**src/rtl/core/hcpf_pkg.sv**
```systemverilog
// Package: shared types, constants and byte-role codes for the HCP fragmenter.
`timescale 1ns / 1ps
`default_nettype none

package hcpf_pkg;

    localparam int DEF_MAX_PAYLOAD = 4095;   // largest message payload in bytes
    localparam int LEN_W           = 12;     // width of message_length
    localparam int GROUP_MAX       = 3;      // most beats one input item can cause

    localparam logic [7:0] CFG_RESET = 8'd29;  // max_link_payload after reset
    localparam logic [7:0] MIN_LINK  = 8'd3;   // smaller frame limits act as this

    // byte_role codes
    localparam logic [1:0] ROLE_PKT_HDR = 2'd0;
    localparam logic [1:0] ROLE_MSG_HDR = 2'd1;
    localparam logic [1:0] ROLE_PAYLOAD = 2'd2;

    typedef struct packed {
        logic [7:0]       data_byte;
        logic [LEN_W-1:0] message_length;
        logic [6:0]       pipe_id;
        logic [1:0]       msg_type;
        logic [5:0]       instruction_code;
        logic             no_payload;
    } t_item;

    typedef struct packed {
        logic       message_last;
        logic       fragment_last;
        logic [1:0] byte_role;
        logic [7:0] out_byte;
    } t_beat;

    typedef struct packed {
        t_beat [GROUP_MAX-1:0] beats;   // beats[0] leaves first
        logic  [1:0]           count;
    } t_group;

endpackage

`default_nettype wire

```
**src/rtl/core/hcpf_in_reg.sv**
```systemverilog
// Input register: holds one accepted item until the fragmenter core takes it.
`timescale 1ns / 1ps
`default_nettype none

module hcpf_in_reg (
    input  wire                 i_clk,
    input  wire                 i_rst_n,
    input  wire                 i_valid,
    output logic                o_ready,
    input  hcpf_pkg::t_item     i_item,
    output logic                o_valid,
    output hcpf_pkg::t_item     o_item,
    input  wire                 i_take
);
    import hcpf_pkg::*;

    logic  r_valid;
    t_item r_item;

    assign o_ready = !r_valid || i_take;
    assign o_valid = r_valid;
    assign o_item  = r_item;

    always_ff @(posedge i_clk) begin
        if (!i_rst_n) begin
            r_valid <= 1'b0;
        end else if (o_ready) begin
            r_valid <= i_valid;
        end
    end

    always_ff @(posedge i_clk) begin
        if (o_ready && i_valid) begin
            r_item <= i_item;
        end
    end

endmodule

`default_nettype wire

```
**src/rtl/core/hcpf_frag_core.sv**
```systemverilog
// Fragmenter core: message/fragment counters and the beat group for one item.
`timescale 1ns / 1ps
`default_nettype none

module hcpf_frag_core #(
    parameter int MAX_PAYLOAD = hcpf_pkg::DEF_MAX_PAYLOAD
) (
    input  wire                 i_clk,
    input  wire                 i_rst_n,
    input  wire                 i_cfg_valid,
    input  wire  [7:0]          i_cfg_data,
    input  hcpf_pkg::t_item     i_item,
    input  wire                 i_load,
    output hcpf_pkg::t_group    o_group
);
    import hcpf_pkg::*;

    localparam int LEN_CAP = (MAX_PAYLOAD < (2**LEN_W - 1)) ? MAX_PAYLOAD : (2**LEN_W - 1);
    localparam int MBL_W   = $clog2(LEN_CAP + 2);
    localparam int CW      = (MBL_W > 8) ? MBL_W : 8;

    logic [7:0]       r_mlp;
    logic [MBL_W-1:0] r_mbl;
    logic [7:0]       r_fbl;
    logic             r_hp;

    logic [MBL_W-1:0] n_mbl;
    logic [7:0]       n_fbl;
    logic             n_hp;

    logic [MBL_W-1:0] len_s, mbl0, mbl_open, mbl_h, mbl_p, mbl_n;
    logic [7:0]       mlp_eff, cap, fbl_open, fbl_h, fbl_p, fbl_n;
    logic             start, open_last, h_ml, h_fl, p_ml, p_fl;
    t_beat            pkt_beat, mh_beat, pl_beat;

    always_comb begin
        len_s = (i_item.message_length > LEN_W'(LEN_CAP)) ? MBL_W'(LEN_CAP)
                                                          : MBL_W'(i_item.message_length);
        mlp_eff = (r_mlp < MIN_LINK) ? MIN_LINK : r_mlp;
        cap     = mlp_eff - 8'd1;

        start = r_hp || i_item.no_payload;
        mbl0  = (i_item.no_payload || len_s == '0) ? MBL_W'(1) : len_s + MBL_W'(1);

        // one fragment opener, shared by message start and mid-message refill
        mbl_open  = start ? mbl0 : r_mbl;
        open_last = CW'(mbl_open) <= CW'(cap);
        fbl_open  = open_last ? 8'(mbl_open) : cap;

        mbl_h = mbl0 - MBL_W'(1);
        fbl_h = fbl_open - 8'd1;
        h_ml  = (mbl_h == '0);
        h_fl  = (fbl_h == '0);

        if (start) begin
            mbl_p = mbl_h;
            fbl_p = fbl_h;
        end else begin
            mbl_p = r_mbl;
            fbl_p = (r_fbl == '0) ? fbl_open : r_fbl;
        end
        mbl_n = mbl_p - MBL_W'(1);
        fbl_n = fbl_p - 8'd1;
        p_ml  = (mbl_n == '0);
        p_fl  = (fbl_n == '0);

        pkt_beat = '{message_last: 1'b0, fragment_last: 1'b0, byte_role: ROLE_PKT_HDR,
                     out_byte: {open_last, i_item.pipe_id}};
        mh_beat  = '{message_last: h_ml, fragment_last: h_fl, byte_role: ROLE_MSG_HDR,
                     out_byte: {i_item.msg_type, i_item.instruction_code}};
        pl_beat  = '{message_last: p_ml, fragment_last: p_fl, byte_role: ROLE_PAYLOAD,
                     out_byte: i_item.data_byte};

        o_group = '0;
        n_mbl   = mbl_n;
        n_fbl   = fbl_n;
        n_hp    = p_ml;
        if (start) begin
            o_group.beats[0] = pkt_beat;
            o_group.beats[1] = mh_beat;
            if (h_ml) begin
                // empty message: header bytes only, data byte dropped
                o_group.count = 2'd2;
                n_mbl         = mbl_h;
                n_fbl         = fbl_h;
                n_hp          = 1'b1;
            end else begin
                o_group.beats[2] = pl_beat;
                o_group.count    = 2'd3;
            end
        end else if (r_fbl == '0) begin
            o_group.beats[0] = pkt_beat;
            o_group.beats[1] = pl_beat;
            o_group.count    = 2'd2;
        end else begin
            o_group.beats[0] = pl_beat;
            o_group.count    = 2'd1;
        end
    end

    always_ff @(posedge i_clk) begin
        if (!i_rst_n) begin
            r_mlp <= CFG_RESET;
            r_mbl <= '0;
            r_fbl <= '0;
            r_hp  <= 1'b1;
        end else begin
            if (i_cfg_valid) begin
                r_mlp <= i_cfg_data;
            end
            if (i_load) begin
                r_mbl <= n_mbl;
                r_fbl <= n_fbl;
                r_hp  <= n_hp;
            end
        end
    end

`ifndef SYNTHESIS
    a_open_msg_has_bytes: assert property (@(posedge i_clk) disable iff (!i_rst_n)
        !r_hp |-> r_mbl != '0)
        else $error("message open with no bytes left");
    a_single_beat_mid_frag: assert property (@(posedge i_clk) disable iff (!i_rst_n)
        (i_load && o_group.count == 2'd1) |-> (!r_hp && r_fbl != '0))
        else $error("lone payload beat without an open fragment");
`endif

endmodule

`default_nettype wire

```
**src/rtl/core/hcpf_out_ser.sv**
```systemverilog
// Output serializer: result register for one beat group, sent one beat per cycle while i_ready is high.
`timescale 1ns / 1ps
`default_nettype none

module hcpf_out_ser (
    input  wire                 i_clk,
    input  wire                 i_rst_n,
    input  wire                 i_valid,
    input  hcpf_pkg::t_group    i_group,
    output logic                o_load,
    output logic                o_valid,
    input  wire                 i_ready,
    output hcpf_pkg::t_beat     o_beat
);
    import hcpf_pkg::*;

    t_beat [GROUP_MAX-1:0] r_slot;
    logic  [1:0]           r_left;
    logic                  take;

    assign o_valid = (r_left != 2'd0);
    assign o_beat  = r_slot[0];
    assign take    = o_valid && i_ready;
    // refill when empty or while the last waiting beat leaves
    assign o_load  = i_valid && ((r_left == 2'd0) || (r_left == 2'd1 && i_ready));

    always_ff @(posedge i_clk) begin
        if (!i_rst_n) begin
            r_left <= 2'd0;
        end else if (o_load) begin
            r_left <= i_group.count;
        end else if (take) begin
            r_left <= r_left - 2'd1;
        end
    end

    always_ff @(posedge i_clk) begin
        if (o_load) begin
            r_slot <= i_group.beats;
        end else if (take) begin
            for (int k = 0; k < GROUP_MAX - 1; k++) begin
                r_slot[k] <= r_slot[k+1];
            end
        end
    end

`ifndef SYNTHESIS
    a_msg_last_ends_frag: assert property (@(posedge i_clk) disable iff (!i_rst_n)
        (o_valid && o_beat.message_last) |-> o_beat.fragment_last)
        else $error("message end not on a fragment end");
    a_pkt_hdr_not_last: assert property (@(posedge i_clk) disable iff (!i_rst_n)
        (o_valid && o_beat.byte_role == ROLE_PKT_HDR)
            |-> (!o_beat.fragment_last && !o_beat.message_last))
        else $error("packet header flagged as last");
    a_no_overwrite: assert property (@(posedge i_clk) disable iff (!i_rst_n)
        (o_valid && !i_ready) |-> !o_load)
        else $error("group loaded over waiting beats");
`endif

endmodule

`default_nettype wire

```
**src/rtl/core/hcp_message_fragmenter_unit.sv**
```systemverilog
// Top level: HCP message fragmenter, HCI message bytes in, link fragment bytes out.
// Path: an accepted beat is held in the input register, then its beat group in the result register.
// Throughput: 1 input beat per cycle mid-fragment while m_axis_tready is high; a beat
//   that opens a fragment gives 2 output beats and the first beat of a message 3 (packet
//   and message header, 2 if empty), set by the one-beat-per-cycle output register draining its beat group.
// Reset: synchronous active-low; clears valids, max_link_payload back to 29, next beat
//   starts a new message.
`timescale 1ns / 1ps
`default_nettype none

module hcp_message_fragmenter_unit #(
    parameter int MAX_PAYLOAD = hcpf_pkg::DEF_MAX_PAYLOAD
) (
    input  wire          i_clk,
    input  wire          i_rst_n,
    // config: max_link_payload
    input  wire          i_cfg_valid,
    output logic         o_cfg_ready,
    input  wire  [7:0]   i_cfg_data,
    // message byte stream
    input  wire          s_axis_tvalid,
    output logic         s_axis_tready,
    // low to high: data_byte[7:0], message_length[19:8], pipe_id[26:20],
    // msg_type[28:27], instruction_code[34:29], zero fill[39:35]
    input  wire  [39:0]  s_axis_tdata,
    // no_payload[0]
    input  wire  [0:0]   s_axis_tuser,
    // fragment byte stream
    output logic         m_axis_tvalid,
    input  wire          m_axis_tready,
    // out_byte[7:0]
    output logic [7:0]   m_axis_tdata,
    // byte_role[1:0], message_last[2]
    output logic [2:0]   m_axis_tuser,
    // fragment_last
    output logic         m_axis_tlast
);
    import hcpf_pkg::*;

    t_item  in_item, reg_item;
    t_group group;
    t_beat  beat;
    logic   reg_valid;
    logic   load;

    assign o_cfg_ready = 1'b1;   // the user writes config only while idle; the block does not enforce it

    // unpack the input beat
    assign in_item.data_byte        = s_axis_tdata[7:0];
    assign in_item.message_length   = s_axis_tdata[19:8];
    assign in_item.pipe_id          = s_axis_tdata[26:20];
    assign in_item.msg_type         = s_axis_tdata[28:27];
    assign in_item.instruction_code = s_axis_tdata[34:29];
    assign in_item.no_payload       = s_axis_tuser[0];

    hcpf_in_reg u_in_reg (
        .i_clk   (i_clk),
        .i_rst_n (i_rst_n),
        .i_valid (s_axis_tvalid),
        .o_ready (s_axis_tready),
        .i_item  (in_item),
        .o_valid (reg_valid),
        .o_item  (reg_item),
        .i_take  (load)
    );

    // counters advance only when the beat group moves to the output register
    hcpf_frag_core #(
        .MAX_PAYLOAD (MAX_PAYLOAD)
    ) u_core (
        .i_clk       (i_clk),
        .i_rst_n     (i_rst_n),
        .i_cfg_valid (i_cfg_valid),
        .i_cfg_data  (i_cfg_data),
        .i_item      (reg_item),
        .i_load      (load),
        .o_group     (group)
    );

    hcpf_out_ser u_out (
        .i_clk   (i_clk),
        .i_rst_n (i_rst_n),
        .i_valid (reg_valid),
        .i_group (group),
        .o_load  (load),
        .o_valid (m_axis_tvalid),
        .i_ready (m_axis_tready),
        .o_beat  (beat)
    );

    assign m_axis_tdata = beat.out_byte;
    assign m_axis_tuser = {beat.message_last, beat.byte_role};
    assign m_axis_tlast = beat.fragment_last;

endmodule

`default_nettype wire
```
**config.mk**
```make
export PLATFORM = sky130hd
export DESIGN_NAME = hcp_message_fragmenter_unit
export DESIGN_NICKNAME = d
export VERILOG_FILES = /design/src/rtl/core/hcpf_pkg.sv /design/src/rtl/core/hcpf_in_reg.sv /design/src/rtl/core/hcpf_frag_core.sv /design/src/rtl/core/hcpf_out_ser.sv /design/src/rtl/core/hcp_message_fragmenter_unit.sv
export SDC_FILE = /design/constraint.sdc
export NUM_CORES = 1
export LEC_CHECK = 0
export ABC_AREA = 0
export BUFFER_PORTS_ARGS = -buffer_cell sky130_fd_sc_hd__buf_2
export CORE_AREA = 3 3 131 133
export CTS_BUF_LIST = sky130_fd_sc_hd__clkbuf_4 sky130_fd_sc_hd__clkbuf_8
export DETAILED_ROUTE_END_ITERATION = 12
export DIE_AREA = 0 0 134 136
export PLACE_DENSITY_LB_ADDON = 0.3
export SLEW_MARGIN = 20
export SYNTH_ARGS = -nofsm -noshare
export SYNTH_HDL_FRONTEND = slang
export SYNTH_SLANG_ARGS = --single-unit
```
**constraint.sdc**
```tcl
create_clock -name i_clk -period 11.6 [get_ports i_clk]
set_input_delay 0 -clock i_clk [delete_from_list [all_inputs] [get_ports i_clk]]
set_output_delay 0 -clock i_clk [all_outputs]
set_load 0.005 [all_outputs]
```
* Yosys cells after proc, flatten, opt, wreduce, memory -nomap -nowiden
Cells that the tools add are included.
** Cells by class
- $add $sub $neg :: 7
- $lt $le $gt $ge :: 3
- Equal/unequal tests :: 1
- Multiplexer cells :: 23
- Bitwise logic cells :: 1
- Reductions and logical operators :: 19
** Operators with widths (count)
- two-way mux 13 bit :: 5
- two-way mux 24 bit :: 2
- two-way mux 8 bit :: 6
- logical NOT 13 bit :: 3
- two-way mux 26 bit :: 1
- subtractor 13 x 1 -> 13 bit (second input constant) :: 2
- logical NOT 8 bit :: 3
- two-way mux 12 bit :: 2
- subtractor 8 x 1 -> 8 bit (second input constant) :: 3
- two-way mux 14 bit :: 1
- adder 13 x 1 -> 13 bit (second input constant) :: 1
- <= comparator 13 x 8 -> 1 bit :: 1
- > comparator 12 bit (second input constant) :: 1
- two-way mux 10 bit :: 1
- < comparator 8 x 2 -> 1 bit (second input constant) :: 1
- logical AND 1 bit :: 4
- logical OR 1 bit :: 4
- two-way mux 2 bit :: 2
- nonzero test 2 bit :: 2
- two-way mux 1 bit :: 3
- == test 2 x 1 -> 1 bit (second input constant) :: 1
- logical NOT 2 bit :: 1
- OR reduction 2 bit :: 1
- subtractor 2 x 1 -> 2 bit (second input constant) :: 1
- other kinds (2) :: 2
** Word-level totals
- Flip-flop bits (word level) :: 105
- Output and inout bits :: 15
- Logic and storage cells :: 78

* Logic depth before layout (Yosys ltp)
Gate-level depths: netlist of run 1.
- Depth after elaboration :: 15
- Gate-level depth with buffers :: 26
- Gate-level depth less buffers :: 23

* Cells and area by module
Synthesis of run 1 repeated with hierarchy kept, for this count alone.
** Second synthesis, totals
- Cell total of the unflattened synthesis :: 800
- Area, all modules :: 7430.9 um^2
** Modules (own cells, without submodules)
- hcpf_frag_core :: times used 1, cells each 663, area an instance 4569.4 um^2, sequential area each 600.6 um^2
- hcpf_out_ser :: times used 1, cells each 94, area an instance 1711.6 um^2, sequential area each 1121.1 um^2
- hcpf_in_reg :: times used 1, cells each 41, area an instance 1138.6 um^2, sequential area each 1101.1 um^2
- hcp_message_fragmenter_unit :: times used 1, cells each 2, area an instance 11.3 um^2, sequential area each 0.0 um^2

* Least setup slack after synthesis of run 1
No wires, ideal clock.
- Kind :: reg-to-reg
- From :: register u_in_reg.r_item (netlist bit u_in_reg.o_item[16])
- To :: register u_out.r_slot (netlist bit u_out.o_beat[10]) (data pin)
- Arrival time :: 5.566 ns
- Data required time :: 11.412 ns
- Setup slack :: 5.846 ns
- Stages on the path, launching flop included :: 26
- Path buffers :: 3
- Period minus slack after synthesis :: 5.754 ns
- Path through :: edfxtp_1 buf_2 inv_1 ha_1 or3b_2 o31ai_2 buf_2 nor2_1 a22oi_1 inv_1 ha_1 nand3_1 or3_1 o21ai_0 nand2_1 a211o_1 and2_1 ha_1 clkbuf_1 a2111oi_0 a211o_1 mux2i_1 a22oi_1 and4_1 a211oi_1 o41ai_1
** On the way
- Cells in the longest elaborated chain, start to end :: 15
- Elaborated cells between the ends (all ways) :: 17
- Classes of those cells :: add/sub: 3; order compare: 2; mux: 9; reduce/logical: 3
** Ends and longest elaborated chain
- start, declared :: RTL line hcpf_in_reg.sv:18 : t_item r_item;
- start signal, assigned :: RTL line hcpf_in_reg.sv:34 : r_item <= i_item;
- > comparator 12 bit :: RTL line hcpf_frag_core.sv:37 : len_s = (i_item.message_length > LEN_W'(LEN_CAP)) ? MBL_W'(LEN_CAP)
- two-way mux 12 bit (*) :: RTL line hcpf_frag_core.sv:37
- parallel branches: the longest is 2 deep, another holds adder 13 x 1 -> 13 bit
- two-way mux 13 bit (*) :: RTL line hcpf_frag_core.sv:43 : mbl0 = (i_item.no_payload || len_s == '0) ? MBL_W'(1) : len_s + MBL_W'(1);
- two-way mux 13 bit (*) :: RTL line hcpf_frag_core.sv:46 : mbl_open = start ? mbl0 : r_mbl;
- <= comparator 13 x 8 -> 1 bit :: RTL line hcpf_frag_core.sv:47 : open_last = CW'(mbl_open) <= CW'(cap);
- two-way mux 8 bit (*) :: RTL line hcpf_frag_core.sv:48 : fbl_open = open_last ? 8'(mbl_open) : cap;
- subtractor 8 x 1 -> 8 bit / two-way mux 8 bit (equally long branches) :: RTL line hcpf_frag_core.sv:51, hcpf_frag_core.sv:60
- two-way mux 8 bit (*) :: RTL line hcpf_frag_core.sv:55 : if (start) begin
- subtractor 8 x 1 -> 8 bit (*) :: RTL line hcpf_frag_core.sv:63 : fbl_n = fbl_p - 8'd1;
- logical NOT 8 bit (*) :: RTL line hcpf_frag_core.sv:65 : p_fl = (fbl_n == '0);
- two-way mux 14 bit (*) :: RTL line hcpf_frag_core.sv:91 : end else if (r_fbl == '0) begin
- two-way mux 26 bit (*) :: RTL line hcpf_frag_core.sv:78 : if (start) begin
- two-way mux 24 bit (*) :: RTL line hcpf_out_ser.sv:38 : if (o_load) begin
- end signal, assigned :: RTL line hcpf_out_ser.sv:39 : r_slot <= i_group.beats;
- end signal, assigned by index :: RTL line hcpf_out_ser.sv:42 : r_slot[k] <= r_slot[k+1];
- end, declared :: RTL line hcpf_out_ser.sv:17 : t_beat [GROUP_MAX-1:0] r_slot;
Every way passes the cells marked *.
A chain may end at the register's enable or synchronous reset.

* Final worst setup path of run 1
Ends and elaborated chain as after synthesis.

==> flow_metrics.py, run 1 <==
metrics = {
    "power": {
        "vdd_ir_drop_max_v": 0.0000686,
        "p_leak_nw": 3.22,
        "power_density_mw_per_mm2": 147,
    },
    "drt": {
        "postRouteWirelength_um": 18400,
        "routed-via-count": 6403,
        "route.antenna.remaining_nets": 0,
        "routedWlPerCell_um": 16.7,
        "drc_violation_count_after_routing": 0,
        "route.detailed.vias_per_inst": 5.81,
        "drtPass1Iterations": 6,
        "initialDrtViolationCount": 512,
    },
    "layout": {
        "finalCoreUtilization_pct": 51.5,
        "fill_cells": 1509,
        "diodes_inserted": 0,
        "finalNonFillerCells": 1102,
        "post_route_cells_drive_above_1_share_pct": 12.4,
        "area.growth.synth_to_final_pct": 15.0,
        "final_net_count": 956,
    },
    "timing": {
        "setup-violations-final": 0,
        "whs_ns": 0.0337,
        "max_slew_margin_pct": 35.5,
        "final_total_negative_setup_slack_ns": 0,
        "final.setup_skew_ns": 0.0189,
        "worstMarginPinSlew_ns": 0.968,
        "fin_crit_sh_pct": 63.3,
        "grt_setup_unrepaired": "no",
        "max_freq_ghz": 0.136,
        "final-hold-violation-count": 0,
        "slew_violations": 0,
        "min_period_ns": 7.34,
    },
    "status": {
        "run_status": "finished, final reports clean",
    },
    "logic_synthesis": {
        "edff_count_synth": 71,
        "synthesis.area_per_instance_um2": 8.80,
        "syn_inst": 812,
        "area_leader_netlist": "sky130_fd_sc_hd__edfxtp_1",
        "synth-simple-area-share_pct": 22.7,
        "leading_cell_types_by_total_area_after_synthesis": "sky130_fd_sc_hd__edfxtp_1 30%, sky130_fd_sc_hd__dfxtp_1 9.2%, sky130_fd_sc_hd__nand2_1 3.8%, sky130_fd_sc_hd__nor2_1 3.8%, sky130_fd_sc_hd__ha_1 3.7%",
        "postSynth.asyncResetShare_pct": 0,
        "fraction_of_the_mapped_netlist_area_in_compound_gates_pct": 20.3,
        "synth_cell_types": 78,
        "synth_fp_nets": 887,
        "synthAdderAreaFrac_pct": 3.68,
        "sequential_element_share_of_the_synthesized_area_pct": 39.1,
        "yosys.area_share.xor_xnor_pct": 4.78,
        "ff_latch_count_synth": 104,
        "synth_commonest_cells": "73 x sky130_fd_sc_hd__nand2_1, 73 x sky130_fd_sc_hd__nor2_1, 71 x sky130_fd_sc_hd__edfxtp_1, 42 x sky130_fd_sc_hd__clkbuf_1, 41 x sky130_fd_sc_hd__a21oi_1",
        "synthDominantCellAreaShare_pct": 29.8,
        "synth_area_mm2": 0.00715,
        "synth_top_family_by_area": "simple AND/OR/NAND/NOR gates",
        "leading_register_cell_type_out_of_synthesis": "sky130_fd_sc_hd__edfxtp_1",
        "warnings_synthesis": 0,
        "synth_mux_area_share_pct": 3.68,
    },
    "global_route": {
        "largest_net_degree_at_the_start_of_global_routing": 63,
        "grt-ovfl-total": 0,
        "grt_pass1_wl_um": 30300,
        "grt_antenna_before_repair": 0,
        "gr-usage-all-layers_pct": 20.5,
        "vias_in_the_first_global_route": 6034,
    },
    "cts": {
        "cts_max_path_buffers": 2,
        "clock_insertion_delay_worst_skew_ns": 0.40,
        "h-tree-depth": 3,
        "clkSlewWorstSetupHoldPaths_ns": 0.10,
        "cts_buffers": 9,
        "cts_root_buf": "sky130_fd_sc_hd__clkbuf_8",
        "tritoncts_num_sinks": 104,
        "clock_tree_from_tritoncts": "done",
    },
    "die": {
        "io_pins": 69,
        "start_util_pct": 44.8,
        "die_x_um": 134,
        "fp.dieArea_mm2": 0.0182,
        "num_rows": 46,
        "floorplan.die.height_um": 136,
        "core_area_mm2": 0.0159,
    },
    "worst_setup_path": {
        "crit_path_max_fanout": 12,
        "critPathKind": "register to register",
        "timing.critical_path.arrival_ns": 7.46,
        "cp-end-kind": "register",
        "critical_path_required_ns": 11.72,
        "start_kind": "register",
    },
    "placement": {
        "io_buffers": 62,
        "post-place-cells": 1031,
        "dp.final_hpwl_um": 12600,
        "gpl.final_weighted_congestion": 0.900,
    },
    "run": {
        "drv.max_cap_violation_count": 0,
    },
    "hold_path": {
        "hold_path_class": "input port to register",
    },
}
==> flip-flops by register name, indices dropped and copies added (netlist names) <==
name              flops
u_out.r_slot         23
u_out.r_left          2
u_core.r_hp           1
u_core.r_mlp          8
u_in_reg.o_valid      1
u_out.o_beat         12
u_in_reg.o_item      36
u_core.r_mbl         13
u_core.r_fbl          8
==> where the power goes <==
part           total (mW)  switching [mW]  internal (mW)  leakage, nW
clock network       0.228           0.146         0.0827       0.0945
registers           0.507          0.0384          0.469        0.953
logic               0.473           0.287          0.185         2.17
==> final cells by class <==
cell class	count	area, um^2	area share [%]
inverter	28	105	1.28
multi-input combinational	615	3950	48.1
sequential	104	2790	34.0
clock inverter	7	66.3	0.807
clock buffer	9	124	1.51
timing repair buffer	123	906	11.0
tap	216	270	3.29
==> routing by layer <==
| metal | GRT usage, % | share of wire [%] | vias up |
|---|---|---|---|
| met3 | 3.29 | 5.4 | 28 |
| met2 | 33.6 | 48 | 190 |
| met4 | 7.14 | 2.0 | 0 |
| met5 | 0 | 0 | - |
| met1 | 27.7 | 45 | 3034 |
| li1 | - | - | 3151 |
==> through the flow <==
stage	power, mW	instance area [um^2]	setup WS [ns]
floorplan	0.858	7150	5.85
detailed placement	0.967	7470	4.41
global placement	0.963	7470	4.51
global route	1.29	8220	3.74
finish	1.21	8220	4.26
CTS	1.21	8210	4.39
==> logic make-up (layout without fill, tap and decap cells) <==
logic type | after synthesis | after routing
flops | 104 | 104
buf+inv | 93 | 167
compound gates | 209 | 209
mux | 26 | 26
other cells | 1 | 1
xor+xnor | 39 | 39
fa+ha+maj | 21 | 21
simple gates | 319 | 319
==> final timing paths <==
| path | startpoint | endpoint | slack (ns) | cells after the start |
|---|---|---|---|---|
| setup / recovery | u_in_reg.o_item[16]$_DFFE_PP_ | u_out.o_beat[10]$_DFFE_PP_ | 4.26 | 22 |
| setup reg to reg | u_in_reg.o_item[16]$_DFFE_PP_ | u_out.o_beat[10]$_DFFE_PP_ | 4.26 | 22 |
| hold / removal | i_cfg_valid | u_core.r_mlp[6]$_SDFFE_PN0P_ | 0.03 | 3 |
| hold reg to reg | u_out.r_left[1]$_SDFFE_PN0P_ | u_out.r_left[1]$_SDFFE_PN0P_ | 0.46 | 2 |
==> placed cells by master (no fill, tap or decap), types with 10 or more instances in the layout <==
cell,Yosys,layout
sky130_fd_sc_hd__o211ai_1,12,12
sky130_fd_sc_hd__nor3_1,34,34
sky130_fd_sc_hd__or3_1,12,12
sky130_fd_sc_hd__a21oi_1,41,41
sky130_fd_sc_hd__ha_1,21,21
sky130_fd_sc_hd__xor2_1,14,14
sky130_fd_sc_hd__xnor2_1,25,25
sky130_fd_sc_hd__inv_1,28,28
sky130_fd_sc_hd__a31oi_1,22,21
sky130_fd_sc_hd__nand2_1,73,73
sky130_fd_sc_hd__and2_1,21,20
sky130_fd_sc_hd__buf_2,9,62
sky130_fd_sc_hd__mux2i_1,24,24
sky130_fd_sc_hd__dlygate4sd3_1,0,55
sky130_fd_sc_hd__edfxtp_1,71,71
sky130_fd_sc_hd__nor2_1,73,72
sky130_fd_sc_hd__o21ai_0,36,36
sky130_fd_sc_hd__a211oi_1,10,10
sky130_fd_sc_hd__dfxtp_1,33,33
sky130_fd_sc_hd__nand3_1,36,36
==> worst max-delay path: stages (launching register included) <==
cell                        delay [ns]
sky130_fd_sc_hd__edfxtp_1         0.55
sky130_fd_sc_hd__inv_1            0.17
sky130_fd_sc_hd__ha_1             0.17
sky130_fd_sc_hd__or3b_2           0.52
sky130_fd_sc_hd__o31ai_2          0.82
sky130_fd_sc_hd__nor2_1           0.37
sky130_fd_sc_hd__a22oi_1          0.49
sky130_fd_sc_hd__inv_1            0.13
sky130_fd_sc_hd__ha_1             0.32
sky130_fd_sc_hd__nand3_1          0.11
sky130_fd_sc_hd__or3_1            0.38
sky130_fd_sc_hd__o21ai_0          0.14
sky130_fd_sc_hd__nand2_1          0.18
sky130_fd_sc_hd__a211oi_1         0.38
sky130_fd_sc_hd__or2_2            0.20
sky130_fd_sc_hd__ha_1             0.37
sky130_fd_sc_hd__a2111oi_0        0.17
sky130_fd_sc_hd__a211o_1          0.29
sky130_fd_sc_hd__mux2i_1          0.26
sky130_fd_sc_hd__a22oi_1          0.24
sky130_fd_sc_hd__and4_1           0.27
sky130_fd_sc_hd__a211oi_1         0.40
sky130_fd_sc_hd__o41ai_1          0.15
==> timing repair <==
item,in CTS,in global routing
buffers inserted,0,0
hold endpoints to repair,48,0
hold buffers,55,0
resized for setup,0,0
Note: power is estimated with default switching activity, not from simulation.
==> inputs of run 2 (changes only) <==
- ABC_AREA: 0 -> 1
- CORE_AREA: 3 3 131 133 -> 3 3 125 127
- DIE_AREA: 0 0 134 136 -> 0 0 128 130
- clock period: 11.6 -> 7.61 ns (I/O delays scaled with it)
==> flow_metrics.py, run 2 <==
metrics = {
    "status": {
        "run_status": "finished, final reports clean",
    },
    "run": {
        "drv.max_cap_violation_count": 0,
    },
    "hold_path": {
        "hold-path-cell-count": 2,
        "hold-path-endpoint": "u_in_reg.o_item[15]$_DFFE_PP_",
        "hold_path.startpoint": "s_axis_tdata[26]",
        "hold_path_class": "input port to register",
    },
    "timing": {
        "fin_crit_sh_pct": 72.3,
        "whs_ns": 0.311,
        "grt_setup_unrepaired": "no",
        "setup-violations-final": 0,
        "max_freq_ghz": 0.182,
        "min_period_ns": 5.51,
        "finalWorstSetupSlack_ns": 2.10,
        "worstMarginPinSlew_ns": 0.885,
        "final.setup_skew_ns": 0.0149,
        "final-hold-violation-count": 0,
        "max_slew_margin_pct": 40.8,
        "final_total_negative_setup_slack_ns": 0,
        "slew_violations": 0,
    },
    "cts": {
        "postCtsSetupBuffers": 0,
        "tritoncts_num_sinks": 104,
        "cts_buffers": 9,
        "cts_max_path_buffers": 2,
        "cts_root_buf": "sky130_fd_sc_hd__clkbuf_8",
        "cts_hold_buf": 59,
        "clkSlewWorstSetupHoldPaths_ns": 0.11,
        "h-tree-depth": 3,
        "clock_insertion_delay_worst_skew_ns": 0.39,
        "ctsResizeCount": 0,
        "clock_tree_from_tritoncts": "done",
    },
    "logic_synthesis": {
        "edff_count_synth": 71,
        "synthesis.area_per_instance_um2": 7.60,
        "synth_commonest_cells": "227 x sky130_fd_sc_hd__nand2_1, 99 x sky130_fd_sc_hd__inv_1, 96 x sky130_fd_sc_hd__nor2_1, 71 x sky130_fd_sc_hd__edfxtp_1, 65 x sky130_fd_sc_hd__nand3_1",
        "synth_top_family_by_area": "simple AND/OR/NAND/NOR gates",
        "synth_area_mm2": 0.00658,
        "syn_inst": 866,
        "yosys.area_share.xor_xnor_pct": 1.73,
        "ff_latch_count_synth": 104,
        "synth_cell_types": 45,
        "warnings_synthesis": 0,
        "postSynth.asyncResetShare_pct": 0,
        "synth_fp_nets": 941,
        "synthAdderAreaFrac_pct": 3.99,
        "post-synth-top-count-cell": "sky130_fd_sc_hd__nand2_1",
        "sequential_element_share_of_the_synthesized_area_pct": 42.4,
        "synthDominantCellAreaShare_pct": 32.4,
        "synth-simple-area-share_pct": 32.0,
        "fraction_of_the_mapped_netlist_area_in_compound_gates_pct": 10.1,
        "leading_cell_types_by_total_area_after_synthesis": "sky130_fd_sc_hd__edfxtp_1 32%, sky130_fd_sc_hd__nand2_1 13%, sky130_fd_sc_hd__dfxtp_1 10%, sky130_fd_sc_hd__inv_1 5.6%, sky130_fd_sc_hd__nor2_1 5.5%",
        "leading_register_cell_type_out_of_synthesis": "sky130_fd_sc_hd__edfxtp_1",
        "synth_mux_area_share_pct": 0,
        "area_leader_netlist": "sky130_fd_sc_hd__edfxtp_1",
    },
    "die": {
        "core_area_mm2": 0.0145,
        "floorplan.die.height_um": 130,
        "num_rows": 44,
        "fp.dieArea_mm2": 0.0166,
        "io_pins": 69,
        "start_util_pct": 45.3,
        "die_x_um": 128,
    },
    "global_route": {
        "gr-usage-all-layers_pct": 18.7,
        "grt_pass1_wl_um": 25300,
        "grt-ovfl-total": 0,
        "vias_in_the_first_global_route": 5309,
        "largest_net_degree_at_the_start_of_global_routing": 52,
        "grt_antenna_before_repair": 0,
    },
    "layout": {
        "layout.cells.most_common_list": "226 x sky130_fd_sc_hd__nand2_1, 99 x sky130_fd_sc_hd__inv_1, 95 x sky130_fd_sc_hd__nor2_1, 71 x sky130_fd_sc_hd__edfxtp_1, 65 x sky130_fd_sc_hd__nand3_1",
        "diodes_inserted": 0,
        "area.growth.synth_to_final_pct": 17.3,
        "fin_area_mm2": 0.00772,
        "fill_cells": 1385,
        "largest_register_ffs": 36,
        "layout_commonest_cell": "sky130_fd_sc_hd__nand2_1",
        "final_net_count": 1043,
        "post_route_cells_drive_above_1_share_pct": 15.4,
    },
    "worst_setup_path": {
        "critical_path.top_delay_family": "simple AND/OR/NAND/NOR gates",
        "timing.critical_path.arrival_ns": 5.76,
        "reg2reg_from": "u_in_reg.o_item[16]$_DFFE_PP_",
        "critical_path_required_ns": 7.87,
        "start_kind": "register",
        "path_buf_inv": 5,
        "r2r_cells": 36,
        "crit_top_cell": "sky130_fd_sc_hd__nand2_1",
        "crit_path_max_fanout": 13,
        "worst-r2r-setup-slack_ns": 2.10,
        "critical_path.reg2reg.endpoint": "u_out.o_beat[10]$_DFFE_PP_",
        "crit_path_max_incr_delay_ns": 0.52,
        "timing.critical_path.from": "u_in_reg.o_item[16]$_DFFE_PP_",
        "worst_path_max_delay_cell": "sky130_fd_sc_hd__edfxtp_1",
        "critPathKind": "register to register",
        "cp-end-kind": "register",
    },
    "drt": {
        "route.antenna.remaining_nets": 0,
        "routedWlPerCell_um": 13.1,
        "drc_violation_count_after_routing": 0,
        "drtPass1Iterations": 6,
        "initialDrtViolationCount": 383,
        "routed-via-count": 5749,
        "postRouteWirelength_um": 15200,
        "route.detailed.vias_per_inst": 4.97,
    },
    "power": {
        "p_leak_nw": 3.49,
        "power_density_mw_per_mm2": 262,
        "vdd_ir_drop_max_v": 0.000146,
    },
    "placement": {
        "io_buffers": 62,
        "dp.final_hpwl_um": 10700,
        "place_ws_ns": 2.12,
        "dpl_cell_area_mm2": 0.00695,
        "gpl.final_weighted_congestion": 0.899,
    },
}
run 2: cell count changes after synthesis, moves of 14 or more:
cell | before | now
sky130_fd_sc_hd__nand2_2 | 0 | 19
sky130_fd_sc_hd__inv_2 | 0 | 14
sky130_fd_sc_hd__clkbuf_1 | 42 | 11
sky130_fd_sc_hd__and2_1 | 21 | 2
sky130_fd_sc_hd__nor2_1 | 73 | 96
sky130_fd_sc_hd__nand2_1 | 73 | 227
sky130_fd_sc_hd__nor3_1 | 34 | 2
sky130_fd_sc_hd__a31oi_1 | 22 | 1
sky130_fd_sc_hd__inv_1 | 28 | 99
sky130_fd_sc_hd__nand3_1 | 36 | 65
sky130_fd_sc_hd__xnor2_1 | 25 | 2
sky130_fd_sc_hd__mux2i_1 | 24 | 0
run 2: through the flow:
| stage | utilization, % | std cells | total power [mW] |
|---|---|---|---|
| after floorplan | - | 866 | 1.51 |
| after global placement | 47.8 | 1082 | 1.67 |
| after global routing | 53.1 | 1157 | 2.20 |
| after detailed placement | 47.8 | 1082 | 1.68 |
| final | 53.1 | 1157 | 2.03 |
| after CTS | 53.1 | 1157 | 2.03 |
run 2: report_power, final:
| part | switching, mW | internal [mW] | total, mW |
|---|---|---|---|
| Sequential | 0.0485 | 0.773 | 0.822 |
| Clock | 0.206 | 0.127 | 0.333 |
| Combinational | 0.572 | 0.299 | 0.871 |
run 2: kinds of logic after synthesis:
group,count (synthesis)
compound gates,113
simple gates,465
buf+inv,149
fa+ha+maj,21
other cells,1
flops,104
xor+xnor,13
run 2: how the worst max path moves through the flow:
stage,to,slack [ns],cells past startpoint
after floorplan,u_out.o_beat[10]$_DFFE_PP_,3.39,34
after global placement,u_out.o_beat[10]$_DFFE_PP_,2.16,36
after detailed placement,u_out.o_beat[10]$_DFFE_PP_,2.12,37
after CTS,u_out.o_beat[10]$_DFFE_PP_,2.09,36
after global routing,u_out.r_slot[34]$_SDFFCE_PP0P_,1.53,35
final,u_out.o_beat[10]$_DFFE_PP_,2.10,36
run 2: cell type report:
| type | count | area (um^2) | share of cell area [%] |
|---|---|---|---|
| multi-input combinational | 613 | 3160 | 40.9 |
| clock inverter | 6 | 51.3 | 0.664 |
| tap | 184 | 230 | 2.98 |
| sequential | 104 | 2790 | 36.2 |
| timing repair buffer | 124 | 923 | 12.0 |
| inverter | 116 | 435 | 5.64 |
| clock buffer | 10 | 131 | 1.70 |
run 2: worst register-to-register path, delay by kind of cell, from the launching register on:
family / cells / cell delay, ns
simple gates: 24 / 3.04
fa+ha+maj: 4 / 0.94
flops: 1 / 0.52
compound gates: 3 / 0.49
buf+inv: 5 / 0.41
run 2: routing by layer:
layer  track usage (%)  part of all wire, %
met1              26.6                   49
met2              30.1                   46
met3              3.03                  4.7
met5                 0                    0
met4              4.49                 0.97
==> inputs of run 3 (changes only) <==
- ABC_AREA: 1 -> 0
- CORE_AREA: 3 3 125 127 -> 3 3 131 133
- DIE_AREA: 0 0 128 130 -> 0 0 134 136
- clock period: 7.61 -> 4.8 ns (I/O delays scaled with it)
==> flow_metrics.py, run 3 (synthesis gave the netlist of run 1 again) <==
metrics = {
    "die": {
        "start_util_pct": 44.8,
        "io_pins": 69,
        "die_x_um": 134,
        "num_rows": 46,
        "fp.dieArea_mm2": 0.0182,
        "core_area_mm2": 0.0159,
        "floorplan.die.height_um": 136,
    },
    "cts": {
        "tritoncts_num_sinks": 104,
        "cts_buffers": 9,
        "clock_insertion_delay_worst_skew_ns": 0.40,
        "cts_root_buf": "sky130_fd_sc_hd__clkbuf_8",
        "clkSlewWorstSetupHoldPaths_ns": 0.11,
        "h-tree-depth": 3,
        "cts_max_path_buffers": 2,
        "clock_tree_from_tritoncts": "done",
    },
    "drt": {
        "postRouteWirelength_um": 20800,
        "routedWlPerCell_um": 17.1,
        "routed-via-count": 6926,
        "drtPass1Iterations": 7,
        "initialDrtViolationCount": 495,
        "drc_violation_count_after_routing": 0,
        "route.detailed.vias_per_inst": 5.71,
        "route.antenna.remaining_nets": 0,
    },
    "timing": {
        "whs_ns": 0.00720,
        "final-hold-violation-count": 0,
        "finalWorstSetupSlack_ns": -0.130,
        "final.setup_skew_ns": 0.0174,
        "worstMarginPinSlew_ns": 1.05,
        "slew_violations": 0,
        "setup-violations-final": 7,
        "grt_setup_unrepaired": "yes",
        "max_freq_ghz": 0.203,
        "min_period_ns": 4.93,
        "final_total_negative_setup_slack_ns": -0.623,
        "max_slew_margin_pct": 29.2,
        "fin_crit_sh_pct": 103,
    },
    "layout": {
        "diodes_inserted": 0,
        "fill_cells": 1378,
        "post_route_cells_drive_above_1_share_pct": 28.0,
        "finalCoreUtilization_pct": 59.1,
        "area.growth.synth_to_final_pct": 32.0,
        "layout.cells.most_common_list": "118 x sky130_fd_sc_hd__buf_4, 72 x sky130_fd_sc_hd__nand2_1, 71 x sky130_fd_sc_hd__edfxtp_1, 70 x sky130_fd_sc_hd__nor2_1, 62 x sky130_fd_sc_hd__buf_2",
        "multi_input_area_mm2": 0.00433,
        "final_net_count": 1068,
        "layout_commonest_cell": "sky130_fd_sc_hd__buf_4",
        "final-seq-area_mm2": 0.00279,
        "largest_register_ffs": 36,
    },
    "placement": {
        "gpl.final_weighted_congestion": 0.948,
        "io_buffers": 62,
        "place_ws_ns": -0.109,
        "dp.final_hpwl_um": 14300,
    },
    "global_route": {
        "vias_in_the_first_global_route": 6702,
        "grt_most_used_layer": "met2",
        "grt-ovfl-total": 0,
        "grt_pass1_wl_um": 33200,
        "gr-usage-met2_pct": 37.8,
        "grt_antenna_before_repair": 0,
        "largest_net_degree_at_the_start_of_global_routing": 62,
        "gr-usage-all-layers_pct": 22.5,
        "met3_track_utilization_from_global_routing_pct": 3.52,
        "grt.met1_usage_pct": 29.7,
    },
    "worst_setup_path": {
        "timing.critical_path.from": "u_in_reg.o_item[27]$_DFFE_PP_",
        "critPathKind": "register to register",
        "start_kind": "register",
        "crit_path_max_fanout": 6,
        "critical_path_required_ns": 5.04,
        "cp-end-kind": "register",
        "timing.critical_path.arrival_ns": 5.17,
        "reg2reg_from": "u_in_reg.o_item[27]$_DFFE_PP_",
    },
    "hold_path": {
        "hold_path.startpoint": "m_axis_tready",
        "hold_path_class": "input port to register",
    },
    "power": {
        "power_density_mw_per_mm2": 350,
        "totalPowerFinal_mw": 3.30,
        "p_leak_nw": 3.80,
        "vdd_ir_drop_max_v": 0.000205,
    },
    "status": {
        "failing_checks": "negative setup slack",
        "run_status": "complete, but fails checks",
    },
    "run": {
        "drv.max_cap_violation_count": 0,
    },
}
==> run 3: report_power, final <==
| group | internal, mW | total, mW | switching [mW] |
|---|---|---|---|
| Sequential | 1.13 | 1.21 | 0.0739 |
| Clock | 0.200 | 0.552 | 0.352 |
| Combinational | 0.693 | 1.54 | 0.849 |
==> run 3: final cells by class <==
cell class                 count  share of cell area, %
clock buffer                   9                   1.31
timing repair buffer         235                   18.5
clock inverter                 7                  0.624
tap                          216                   2.87
multi-input combinational    615                   45.9
sequential                   104                   29.6
inverter                      28                   1.14
==> run 3: per-layer routing <==
| metal | vias up | part of all wire (%) | wire, um |
|---|---|---|---|
| met3 | 45 | 5.1 | 1050 |
| met4 | 0 | 2.4 | 496 |
| li1 | 3366 | - | - |
| met5 | - | 0 | 0 |
| met2 | 225 | 48 | 10000 |
| met1 | 3290 | 44 | 9210 |
==> run 3: stage by stage <==
step | cells | cell area, um^2
after floorplan | 812 | 7300
after global placement | 1127 | 8320
after detailed placement | 1127 | 8320
after CTS | 1205 | 9110
after global routing | 1214 | 9430
final | 1214 | 9430
==> run 3: path summary, 6_finish.rpt <==
path,endpoint,slack (ns),cells after the start
setup / recovery,u_core.r_fbl[5]$_SDFFE_PN0P_,-0.13,20
hold / removal,u_out.r_left[1]$_SDFFE_PN0P_,0.007,4
setup reg to reg,u_core.r_fbl[5]$_SDFFE_PN0P_,-0.13,20
hold reg to reg,u_out.r_left[1]$_SDFFE_PN0P_,0.47,2
==> run 3: timing repair <==
action,4_1_cts,5_1_grt
endpoints found under the hold margin,47,0
pin swaps,12,20
resized for setup,3,46
setup endpoints to repair,7,10
hold buffers,54,0
buffers inserted,8,9
==> run 3: critical path, stage by stage (launching register included) <==
cell	delay [ns]
sky130_fd_sc_hd__edfxtp_1	0.45
sky130_fd_sc_hd__or4_4	0.60
sky130_fd_sc_hd__o31ai_4	0.35
sky130_fd_sc_hd__o31a_1	0.25
sky130_fd_sc_hd__inv_2	0.07
sky130_fd_sc_hd__ha_4	0.25
sky130_fd_sc_hd__nand2_1	0.08
sky130_fd_sc_hd__or3_4	0.39
sky130_fd_sc_hd__o21ai_4	0.10
sky130_fd_sc_hd__nand2_4	0.10
sky130_fd_sc_hd__a211o_1	0.30
sky130_fd_sc_hd__and2_4	0.15
sky130_fd_sc_hd__ha_4	0.18
sky130_fd_sc_hd__a2111oi_4	0.34
sky130_fd_sc_hd__a211o_1	0.15
sky130_fd_sc_hd__mux2i_2	0.08
sky130_fd_sc_hd__a22oi_2	0.25
sky130_fd_sc_hd__and4b_2	0.30
sky130_fd_sc_hd__xor2_1	0.15
sky130_fd_sc_hd__o21ai_1	0.14
sky130_fd_sc_hd__a21oi_1	0.08
